<file path="config.mk">
export PLATFORM = sky130hd
export DESIGN_NAME = mbrf_merge
export DESIGN_NICKNAME = d
export VERILOG_FILES = /design/src/rtl/mbrf_pkg.sv /design/src/rtl/mbrf_merge.sv
export SDC_FILE = /design/constraint.sdc
export NUM_CORES = 1
export LEC_CHECK = 0
export ABC_AREA = 0
export BUFFER_PORTS_ARGS = -buffer_cell sky130_fd_sc_hd__clkbuf_2
export CORE_ASPECT_RATIO = 1.25
export CORE_UTILIZATION = 40
export DETAILED_ROUTE_END_ITERATION = 8
export PLACE_DENSITY = 0.69
export SLEW_MARGIN = 0
export SYNTH_ARGS = -nofsm -noshare
export SYNTH_HDL_FRONTEND = slang
export SYNTH_SLANG_ARGS = --single-unit
</file>
<file path="constraint.sdc">
create_clock -name vclk -period 4.1
set_input_delay 0.41 -clock vclk [all_inputs]
set_output_delay 0.41 -clock vclk [all_outputs]
set_load 0.01 [all_outputs]
</file>
<file path="src/rtl/mbrf_pkg.sv">
// mbrf_pkg: shared sizes, operation codes and beat structs for the multi-byte ring fifo
// no dependencies; imported by every rtl module of the block
`default_nettype none

package mbrf_pkg;

	localparam int LANES = 8;
	localparam int DEPTH = 4096;

	localparam int AW = $clog2(DEPTH);
	localparam int PW = AW + 1;
	localparam int CW = $clog2(LANES + 1);
	// banks: lanes rounded up to a power of two, never more than the store holds
	localparam int NB_RAW = 1 << $clog2(LANES);
	localparam int NB = (NB_RAW < DEPTH) ? NB_RAW : DEPTH;
	localparam int BW = (NB > 1) ? $clog2(NB) : 1;
	localparam int ROWS = DEPTH / NB;
	localparam int RW = (ROWS > 1) ? $clog2(ROWS) : 1;

	typedef enum logic {
		OP_PUT = 1'b0,
		OP_GET = 1'b1
	} op_t;

	typedef logic [LANES-1:0][7:0] byte_arr_t;

	typedef struct packed {
		logic       func;
		logic [3:0] request_count;
		logic [7:0] in_byte_0;
		logic [7:0] in_byte_1;
		logic [7:0] in_byte_2;
		logic [7:0] in_byte_3;
		logic [7:0] in_byte_4;
		logic [7:0] in_byte_5;
		logic [7:0] in_byte_6;
		logic [7:0] in_byte_7;
	} cmd_t;

	typedef struct packed {
		logic [3:0]  moved_count;
		logic [7:0]  out_byte_0;
		logic [7:0]  out_byte_1;
		logic [7:0]  out_byte_2;
		logic [7:0]  out_byte_3;
		logic [7:0]  out_byte_4;
		logic [7:0]  out_byte_5;
		logic [7:0]  out_byte_6;
		logic [7:0]  out_byte_7;
		logic [12:0] fill_level;
	} rsp_t;

	// control handed from the pointer logic to every bank lane
	typedef struct packed {
		logic          wr;
		logic          rd;
		logic [AW-1:0] base_addr;
		logic [CW-1:0] count;
	} bank_ctl_t;

endpackage

`default_nettype wire

</file>
<file path="src/rtl/mbrf_merge.sv">
// mbrf_merge: rotates registered bank read data back into lane order and blanks unused lanes
// depends on mbrf_pkg
`default_nettype none

module mbrf_merge (
	input  wire logic [mbrf_pkg::NB-1:0][7:0] bank_data,
	input  wire logic [mbrf_pkg::BW-1:0]      first_bank,
	input  wire logic [mbrf_pkg::CW-1:0]      count,
	input  wire logic                         is_get,
	output mbrf_pkg::byte_arr_t               lane_bytes
);
	import mbrf_pkg::*;

	logic [BW-1:0] sel [LANES];

	always_comb begin
		for (int i = 0; i < LANES; i++) begin
			sel[i] = BW'((32'(first_bank) + i) % NB);
			if (is_get && (32'(count) > i)) begin
				lane_bytes[i] = bank_data[sel[i]];
			end else begin
				lane_bytes[i] = '0;
			end
		end
	end

endmodule

`default_nettype wire

</file>
==> Implementation_results.wiki, run 1 <==
{| class="wikitable"
! Metric !! Value
|-
| Run status || completed
|-
| Number of iterations in the first detailed-routing pass || 6
|-
| Critical Setup Path Class || primary input to primary output
|-
| Number of design-rule violations left by the first detailed-router iteration || 434
|-
| Category of the worst setup path capture point || primary output
|-
| Final setup violation count || 0
|-
| Postcts setup bufs || 0
|-
| Number of endpoints with negative hold slack in the final report || 0
|-
| Hold-critical path depth || 4
|-
| Proportion of power drawn by the clock network || 0%
|-
| Share of the yosys chip area belonging to registers || 0%
|-
| Site row count || 34
|-
| WL/cell || 20.9 µm
|-
| Diodes inserted || 0
|-
| Via count of the first global-routing pass || 3172
|-
| Min Clock Period, post-route || 3150 ps
|-
| Total overflow reported by the global router || 0
|-
| Final slew viol count || 0
|-
| Routed via count divided by cell count || 6.68
|-
| Share of the cycle needed by the critical path after routing || 76.9%
|-
| Nets@finish || 518
|-
| Unique cell type count in the Yosys netlist || 33
|-
| Count of pins on the block boundary || 136
|-
| Antenna violations before repair || 0
|-
| Power per cell area || 153 nW/µm²
|-
| Number of instances in the placed design || 532
|-
| Layout Cells excl Fill || 532
|-
| Stages on the worst setup path || 7
|-
| Fraction of power spent switching nets || 54.5%
|-
| Sort of element at the start of the critical path || primary input
|-
| Max Cap Violations || 0
|-
| Antenna-violating nets left || 0
|-
| Setup TNS after final layout || 0 ps
|-
| Number of warnings printed during yosys synthesis || 0
|-
| HPWL after detailed placement || 8270 µm
|-
| CP cell instances || clkbuf_2, buf_4, ha_1, xnor2_1, nor2_1, a22o_1, clkbuf_2
|-
| Wire length of the first global-routing pass || 16500 µm
|-
| Net Count, Synth || 401
|-
| Crit path top cell by count || sky130_fd_sc_hd__clkbuf_2
|-
| Die extent in x || 77.4 µm
|-
| Count of filler cells inserted in the layout || 681
|-
| Overall via count from detail_route || 3554
|-
| Cell Area, Synth || 2850 µm²
|-
| Synth Area per Inst || 8.70 µm²
|-
| Number of hold buffers added after CTS || 0
|-
| Sequential Area || 0 µm²
|-
| Synth-to-layout area growth || 23.2%
|-
| Highest attainable clock frequency || 317 MHz
|-
| Flop pwr share || 0%
|-
| Maximum resistive drop on vdd || 67.7 µV
|-
| Multi-input gate area || 2630 µm²
|-
| Slowest Stage Delay on Critical Path || 710 ps
|-
| Proportion of layout cells with a drive suffix above 1 || 50.2%
|-
| Highest net fanout along the worst path || 69
|-
| Critical path's top delay family || buffers and inverters
|-
| Detailed-route DRC error count || 0
|-
| Number of port buffers || 136
|-
| Core ar. || 6930 µm²
|-
| Sw power || 0.291 mW
|-
| Number of sequential cells in the layout || 0
|-
| Die ar. || 7460 µm²
|-
| Hold Path Class || primary input to primary output
|-
| Pin count of the biggest net entering global routing || 70
|-
| Rel. slew slack || 33.4%
|-
| Critical path's slowest cell || sky130_fd_sc_hd__nor2_1
|-
| Slew at the pin closest to its max-slew limit || 992 ps
|-
| Cell-internal power || 0.243 mW
|-
| Count of clock buffers in the final design || 0
|-
| Setup repair after global routing missed its margin || no
|-
| Static leakage || 1.59 nW
|-
| Global placer's final weighted congestion || 0.902
|-
| GRT Overall Usage || 28.3%
|-
| Share of total power in combinational logic || 100.0%
|-
| Total wire length || 11100 µm
|-
| Quantity of gates resized following cts || 0
|-
| Die boundary height || 96.3 µm
|-
| Initial core utilization || 41.0%
|-
| Required time at the worst-slack endpoint || 3690 ps
|-
| Worst endpoint data arrival time || 2740 ps
|-
| Gate count after technology mapping || 327
|-
| Buffers and inverters on the worst path || 3
|}
## through the flow
step / util, % / hold WS (ps) / setup WS, ps / area, µm² / power, mW
after global placement: 50.5 / 1400 / 1010 / 3500 / 0.516
after CTS: 50.5 / 1400 / 981 / 3500 / 0.527
after detailed placement: 50.5 / 1400 / 993 / 3500 / 0.525
after floorplan: - / 1070 / 1480 / 2850 / 0.356
after global routing: 50.5 / 1420 / 820 / 3500 / 0.572
final: 50.5 / 1410 / 948 / 3500 / 0.534
## cell type report
type | instances | share of cell area, %
multi-input cells | 295 | 75.1
inverters | 4 | 0.428
well taps | 90 | 3.21
repair buffers | 143 | 21.3
## power by group through the flow
stage | clock [mW] | sequential, mW | combinational, mW
2_1_floorplan | 0 | 0 | 0.356
3_3_place_gp | 0 | 0 | 0.516
3_5_place_dp | 0 | 0 | 0.525
4_1_cts | 0 | 0 | 0.527
5_1_grt | 0 | 0 | 0.572
6_report | 0 | 0 | 0.534
## cell usage after synthesis (5+ instances only)
library cell	instances	area [µm²]
sky130_fd_sc_hd__mux4_2	32	721
sky130_fd_sc_hd__mux2i_1	26	260
sky130_fd_sc_hd__o22ai_1	28	175
sky130_fd_sc_hd__buf_4	5	37.5
sky130_fd_sc_hd__buf_6	7	78.8
sky130_fd_sc_hd__buf_2	11	55.1
sky130_fd_sc_hd__a21oi_1	11	55.1
sky130_fd_sc_hd__o32ai_1	6	52.6
sky130_fd_sc_hd__a22o_1	32	280
sky130_fd_sc_hd__nand3_1	12	60.1
sky130_fd_sc_hd__nand2_1	22	82.6
sky130_fd_sc_hd__nor2_1	37	139
sky130_fd_sc_hd__nor3_1	6	30.0
sky130_fd_sc_hd__o21ai_0	18	90.1
sky130_fd_sc_hd__mux2_2	42	473
## tightest hold or removal path: stages
cell and delay [ps]:
sky130_fd_sc_hd__clkbuf_2 110, sky130_fd_sc_hd__mux4_2 240, sky130_fd_sc_hd__a22o_1 120, sky130_fd_sc_hd__clkbuf_2 120
## logic make-up after synthesis
kind of cell | share of synthesized area (%)
AO/OA/AOI/OAI | 25.3
multiplexers | 51.1
AND/OR/NAND/NOR | 13.5
buffers and inverters | 7.61
XOR/XNOR | 1.58
adder cells (fa/ha/maj) | 0.879
## metal layers
metal / up-vias / wire length, µm / share of wire [%] / GRT usage [%]
met5: - / 0 / 0 / 0
met4: 0 / 359 / 3.2 / 10.4
met3: 40 / 1050 / 9.5 / 1.61
met2: 226 / 5440 / 49 / 48.9
met1: 1719 / 4280 / 38 / 37.4
li1: 1569 / - / - / -
## final timing paths
| check | slack [ps] | end | from |
|---|---|---|---|
| setup / recovery | 950 | lane_bytes[14] | first_bank[0] |
| hold / removal | 1410 | lane_bytes[15] | bank_data[31] |
## cells in the final DEF (no fill, tap or decap)
cell type,count
sky130_fd_sc_hd__clkbuf_2,136
sky130_fd_sc_hd__mux2_2,42
sky130_fd_sc_hd__nor2_1,37
sky130_fd_sc_hd__mux4_2,32
sky130_fd_sc_hd__a22o_1,32
sky130_fd_sc_hd__o22ai_1,28
sky130_fd_sc_hd__mux2i_1,26
sky130_fd_sc_hd__nand2_1,22
sky130_fd_sc_hd__o21ai_0,18
sky130_fd_sc_hd__nand3_1,12
sky130_fd_sc_hd__a21oi_1,11
sky130_fd_sc_hd__nor3_1,6
sky130_fd_sc_hd__o32ai_1,6
sky130_fd_sc_hd__buf_4,6
sky130_fd_sc_hd__inv_1,4
sky130_fd_sc_hd__a211oi_1,4
sky130_fd_sc_hd__o21ai_1,2
sky130_fd_sc_hd__a21o_1,2
sky130_fd_sc_hd__nor4b_2,2
sky130_fd_sc_hd__nor4b_1,2
sky130_fd_sc_hd__a31oi_1,2
sky130_fd_sc_hd__and3_1,1
sky130_fd_sc_hd__xnor2_1,1
sky130_fd_sc_hd__xor2_1,1
sky130_fd_sc_hd__xor2_4,1
sky130_fd_sc_hd__nand2b_1,1
sky130_fd_sc_hd__or2_2,1
sky130_fd_sc_hd__or2_1,1
sky130_fd_sc_hd__ha_2,1
sky130_fd_sc_hd__ha_1,1
sky130_fd_sc_hd__buf_12,1
(Power assumes the default switching activity.)
==> run 2, diff against run 1 <==
Clock period 4.1 ns to 2.9 ns, I/O delays scaled along.
==> Implementation_results.wiki, run 2 (same netlist as run 1, synthesis figures left out) <==
{| class="wikitable"
! Metric !! Value
|-
| Run status || completed
|-
| Total wire length || 11300 µm
|-
| Multi-input gate area || 2630 µm²
|-
| Critical path's slowest cell || sky130_fd_sc_hd__nor2_1
|-
| Postcts setup bufs || 0
|-
| Sort of element at the start of the critical path || primary input
|-
| Commonest non-fill, non-tap cell in the layout || sky130_fd_sc_hd__clkbuf_2
|-
| Proportion of layout cells with a drive suffix above 1 || 51.1%
|-
| GRT Overall Usage || 28.3%
|-
| Layout Cells excl Fill || 540
|-
| Quantity of gates resized following cts || 0
|-
| Final setup violation count || 0
|-
| Slew at the pin closest to its max-slew limit || 871 ps
|-
| Sequential Area || 0 µm²
|-
| Overall via count from detail_route || 3564
|-
| Antenna violations before repair || 0
|-
| Critical Setup Path Class || primary input to primary output
|-
| Slowest Stage Delay on Critical Path || 690 ps
|-
| Static leakage || 1.63 nW
|-
| Number of instances in the placed design || 540
|-
| Maximum resistive drop on vdd || 116 µV
|-
| Setup TNS after final layout || 0 ps
|-
| Number of sequential cells in the layout || 0
|-
| WL/cell || 20.8 µm
|-
| Diodes inserted || 0
|-
| Detailed-route DRC error count || 0
|-
| Via count of the first global-routing pass || 3247
|-
| Non-Filler Cell Area, Final || 3560 µm²
|-
| Routed via count divided by cell count || 6.60
|-
| Initial core utilization || 41.0%
|-
| Critical path's top delay family || simple AND/OR/NAND/NOR gates
|-
| Final slew viol count || 0
|-
| Sw power || 0.416 mW
|-
| Number of hold buffers added after CTS || 0
|-
| Stages on the worst setup path || 7
|-
| Min Clock Period, post-route || 2450 ps
|-
| Global placer's final weighted congestion || 0.899
|-
| Power per cell area || 216 nW/µm²
|-
| Setup slack after placement || 495 ps
|-
| Share of the cycle needed by the critical path after routing || 84.4%
|-
| Antenna-violating nets left || 0
|-
| Count of filler cells inserted in the layout || 689
|-
| Buffers and inverters on the worst path || 3
|-
| Number of endpoints with negative hold slack in the final report || 0
|-
| Site row count || 34
|-
| Number of design-rule violations left by the first detailed-router iteration || 355
|-
| Core ar. || 6930 µm²
|-
| Leading cell types in the layout, fill and taps excluded || 136 x sky130_fd_sc_hd__clkbuf_2, 42 x sky130_fd_sc_hd__mux2_2, 37 x sky130_fd_sc_hd__nor2_1
|-
| GR met3 Demand/Resource || 2.46%
|-
| Final worst setup slack || 451 ps
|-
| Proportion of power drawn by the clock network || 0%
|-
| Rel. slew slack || 41.7%
|-
| Global Route met1 Usage || 36.6%
|-
| Count of pins on the block boundary || 136
|-
| Required time at the worst-slack endpoint || 2610 ps
|-
| Tightest hold margin || 1170 ps
|-
| Hold Path Class || primary input to primary output
|-
| Flop pwr share || 0%
|-
| Total overflow reported by the global router || 0
|-
| Placed Area || 3560 µm²
|-
| Pin count of the biggest net entering global routing || 49
|-
| Category of the worst setup path capture point || primary output
|-
| Die boundary height || 96.3 µm
|-
| Number of iterations in the first detailed-routing pass || 6
|-
| Synth-to-layout area growth || 25.3%
|-
| Max Cap Violations || 0
|-
| Crit path top cell by count || sky130_fd_sc_hd__clkbuf_2
|-
| Cell-internal power || 0.352 mW
|-
| Number of port buffers || 136
|-
| Die ar. || 7460 µm²
|-
| Highest attainable clock frequency || 408 MHz
|-
| Count of clock buffers in the final design || 0
|-
| Worst endpoint data arrival time || 2160 ps
|-
| Met2 GRT Util || 48.8%
|-
| Highest net fanout along the worst path || 27
|-
| Die extent in x || 77.4 µm
|-
| CP cell instances || clkbuf_2, buf_4, ha_1, xor2_1, nor2_1, a22o_1, clkbuf_2
|-
| Setup repair after global routing missed its margin || no
|-
| Share of total power in combinational logic || 100.0%
|-
| Fraction of power spent switching nets || 54.2%
|-
| Layer carrying the most global-route usage || met2
|-
| Wire length of the first global-routing pass || 16700 µm
|-
| HPWL after detailed placement || 8500 µm
|-
| Hold-critical path depth || 4
|-
| Nets@finish || 526
|}
## run 2: power groups by stage
| stage | Combinational (mW) | Sequential (mW) | Clock (mW) |
|---|---|---|---|
| 6_report | 0.768 | 0 | 0 |
| 5_1_grt | 0.819 | 0 | 0 |
| 4_1_cts | 0.756 | 0 | 0 |
| 3_5_place_dp | 0.754 | 0 | 0 |
| 3_3_place_gp | 0.740 | 0 | 0 |
| 2_1_floorplan | 0.504 | 0 | 0 |
## run 2: worst paths after layout
check / slack, ps / startpoint / to
max: 450 / first_bank[0] / lane_bytes[14]
min: 1170 / bank_data[57] / lane_bytes[33]
## run 2: tightest hold or removal path, cell delays in order
cell and delay, ps:
sky130_fd_sc_hd__clkbuf_2 110, sky130_fd_sc_hd__mux4_2 240, sky130_fd_sc_hd__a22o_1 120, sky130_fd_sc_hd__clkbuf_2 120
## run 2: layout make-up
cell class,count,share of cell area [%]
inverter,4,0.421
multi-input combinational,295,73.8
tap,90,3.16
timing repair buffer,151,22.6
## run 2: metrics by stage
stage | power (mW) | utilization [%]
floorplan | 0.504 | -
global placement | 0.740 | 51.4
detailed placement | 0.754 | 51.4
CTS | 0.756 | 51.4
global route | 0.819 | 51.4
finish | 0.768 | 51.4
## run 2: per-layer routing
metal	vias to the layer above	share of wire [%]	routed length (µm)
met5	-	0	0
met2	240	51	5690
li1	1584	-	-
met1	1712	38	4310
met4	0	2.1	239
met3	28	9.1	1020
==> run 3, diff against run 2 <==
Clock period 2.9 ns to 2.5 ns, I/O delays scaled along.
==> Implementation_results.wiki, run 3 (same netlist as run 1, synthesis figures left out) <==
{| class="wikitable"
! Metric !! Value
|-
| Run status || completed
|-
| Routed via count divided by cell count || 6.54
|-
| Number of port buffers || 136
|-
| Initial core utilization || 41.0%
|-
| Tightest hold margin || 1050 ps
|-
| HPWL after detailed placement || 8480 µm
|-
| Layout Cells excl Fill || 544
|-
| Die extent in x || 77.4 µm
|-
| Sum of internal, switching and leakage power || 0.905 mW
|-
| Wire length of the first global-routing pass || 16500 µm
|-
| WL/cell || 20.3 µm
|-
| Global placer's final weighted congestion || 0.972
|-
| Category of the worst setup path capture point || primary output
|-
| Core ar. || 6930 µm²
|-
| Rel. slew slack || 35.4%
|-
| Count of clock buffers in the final design || 0
|-
| Slowest Stage Delay on Critical Path || 710 ps
|-
| Nets@finish || 530
|-
| Total length of routed met3 wires || 1050 µm
|-
| Detailed-route DRC error count || 0
|-
| Postcts setup bufs || 0
|-
| Die ar. || 7460 µm²
|-
| Maximum resistive drop on vdd || 103 µV
|-
| Commonest non-fill, non-tap cell in the layout || sky130_fd_sc_hd__clkbuf_2
|-
| Crit path top cell by count || sky130_fd_sc_hd__clkbuf_2
|-
| Critical Setup Path Class || primary input to primary output
|-
| Number of hold buffers added after CTS || 0
|-
| Total wire length || 11100 µm
|-
| Final slew viol count || 0
|-
| Number of instances in the placed design || 544
|-
| Setup TNS after final layout || 0 ps
|-
| Highest attainable clock frequency || 424 MHz
|-
| Antenna violations before repair || 0
|-
| Total overflow reported by the global router || 0
|-
| Overall via count from detail_route || 3557
|-
| Number of sequential cells in the layout || 0
|-
| Slew at the pin closest to its max-slew limit || 963 ps
|-
| Critical path's slowest cell || sky130_fd_sc_hd__nor2_1
|-
| Number of iterations in the first detailed-routing pass || 5
|-
| Min Clock Period, post-route || 2360 ps
|-
| Count of filler cells inserted in the layout || 675
|-
| GRT Overall Usage || 28.1%
|-
| Highest net fanout along the worst path || 45
|-
| Sequential Area || 0 µm²
|-
| Sort of element at the start of the critical path || primary input
|-
| Power per cell area || 250 nW/µm²
|-
| Post-layout utilization of the core || 52.2%
|-
| Diodes inserted || 0
|-
| Pin count of the biggest net entering global routing || 46
|-
| Hold Path Class || primary input to primary output
|-
| Static leakage || 1.65 nW
|-
| Required time at the worst-slack endpoint || 2250 ps
|-
| Proportion of layout cells with a drive suffix above 1 || 51.5%
|-
| Via count of the first global-routing pass || 3155
|-
| Worst endpoint data arrival time || 2110 ps
|-
| Die boundary height || 96.3 µm
|-
| Final setup violation count || 0
|-
| Site row count || 34
|-
| Quantity of gates resized following cts || 0
|-
| CP cell instances || clkbuf_2, buf_12, ha_1, xor2_1, nor2_1, a22o_1, clkbuf_2
|-
| Number of design-rule violations left by the first detailed-router iteration || 346
|-
| M1 WL || 4290 µm
|-
| Antenna-violating nets left || 0
|-
| Leading cell types in the layout, fill and taps excluded || 136 x sky130_fd_sc_hd__clkbuf_2, 42 x sky130_fd_sc_hd__mux2_2, 37 x sky130_fd_sc_hd__nor2_1
|-
| Count of pins on the block boundary || 136
|-
| Top sig layer || met4
|-
| Share of the cycle needed by the critical path after routing || 94.4%
|-
| Number of endpoints with negative hold slack in the final report || 0
|-
| Synth-to-layout area growth || 27.2%
|-
| Max Cap Violations || 0
|-
| Setup repair after global routing missed its margin || no
|-
| Routed length on met2 || 5480 µm
|}
[run 3: worst paths after layout]
kind     startpoint              to  cells after the start
max   first_bank[0]  lane_bytes[14]                      7
min   bank_data[10]  lane_bytes[58]                      5
[run 3: power by group]
group          switching (mW)  internal, mW
logic                   0.483         0.421
registers                   0             0
clock network               0             0
[run 3: area by class of cell]
| cell class | instances | area (µm²) | area share [%] |
|---|---|---|---|
| inverter | 4 | 15.0 | 0.415 |
| timing repair buffer | 155 | 861 | 23.8 |
| multi-input combinational | 295 | 2630 | 72.7 |
| tap | 90 | 113 | 3.11 |
[run 3: per-layer routing]
| layer | vias up | track usage, % |
|---|---|---|
| li1 | 1600 | - |
| met1 | 1692 | 37.2 |
| met2 | 240 | 49.9 |
| met3 | 25 | 1.61 |
| met4 | 0 | 7.23 |
| met5 | - | 0 |
[run 3: metrics by stage]
| step | setup WS, ps | cell area (µm²) |
|---|---|---|
| detailed placement | 172 | 3620 |
| floorplan | 196 | 2850 |
| global placement | 227 | 3620 |
| finish | 139 | 3620 |
| CTS | 170 | 3620 |
| global route | 78.1 | 3620 |
[run 3: critical path, delay by kind of cell]
kind | cells | cell delay [ps]
AO/OA/AOI/OAI | 1 | 270
buffers and inverters | 3 | 450
XOR/XNOR | 1 | 160
AND/OR/NAND/NOR | 1 | 710
adder cells (fa/ha/maj) | 1 | 250
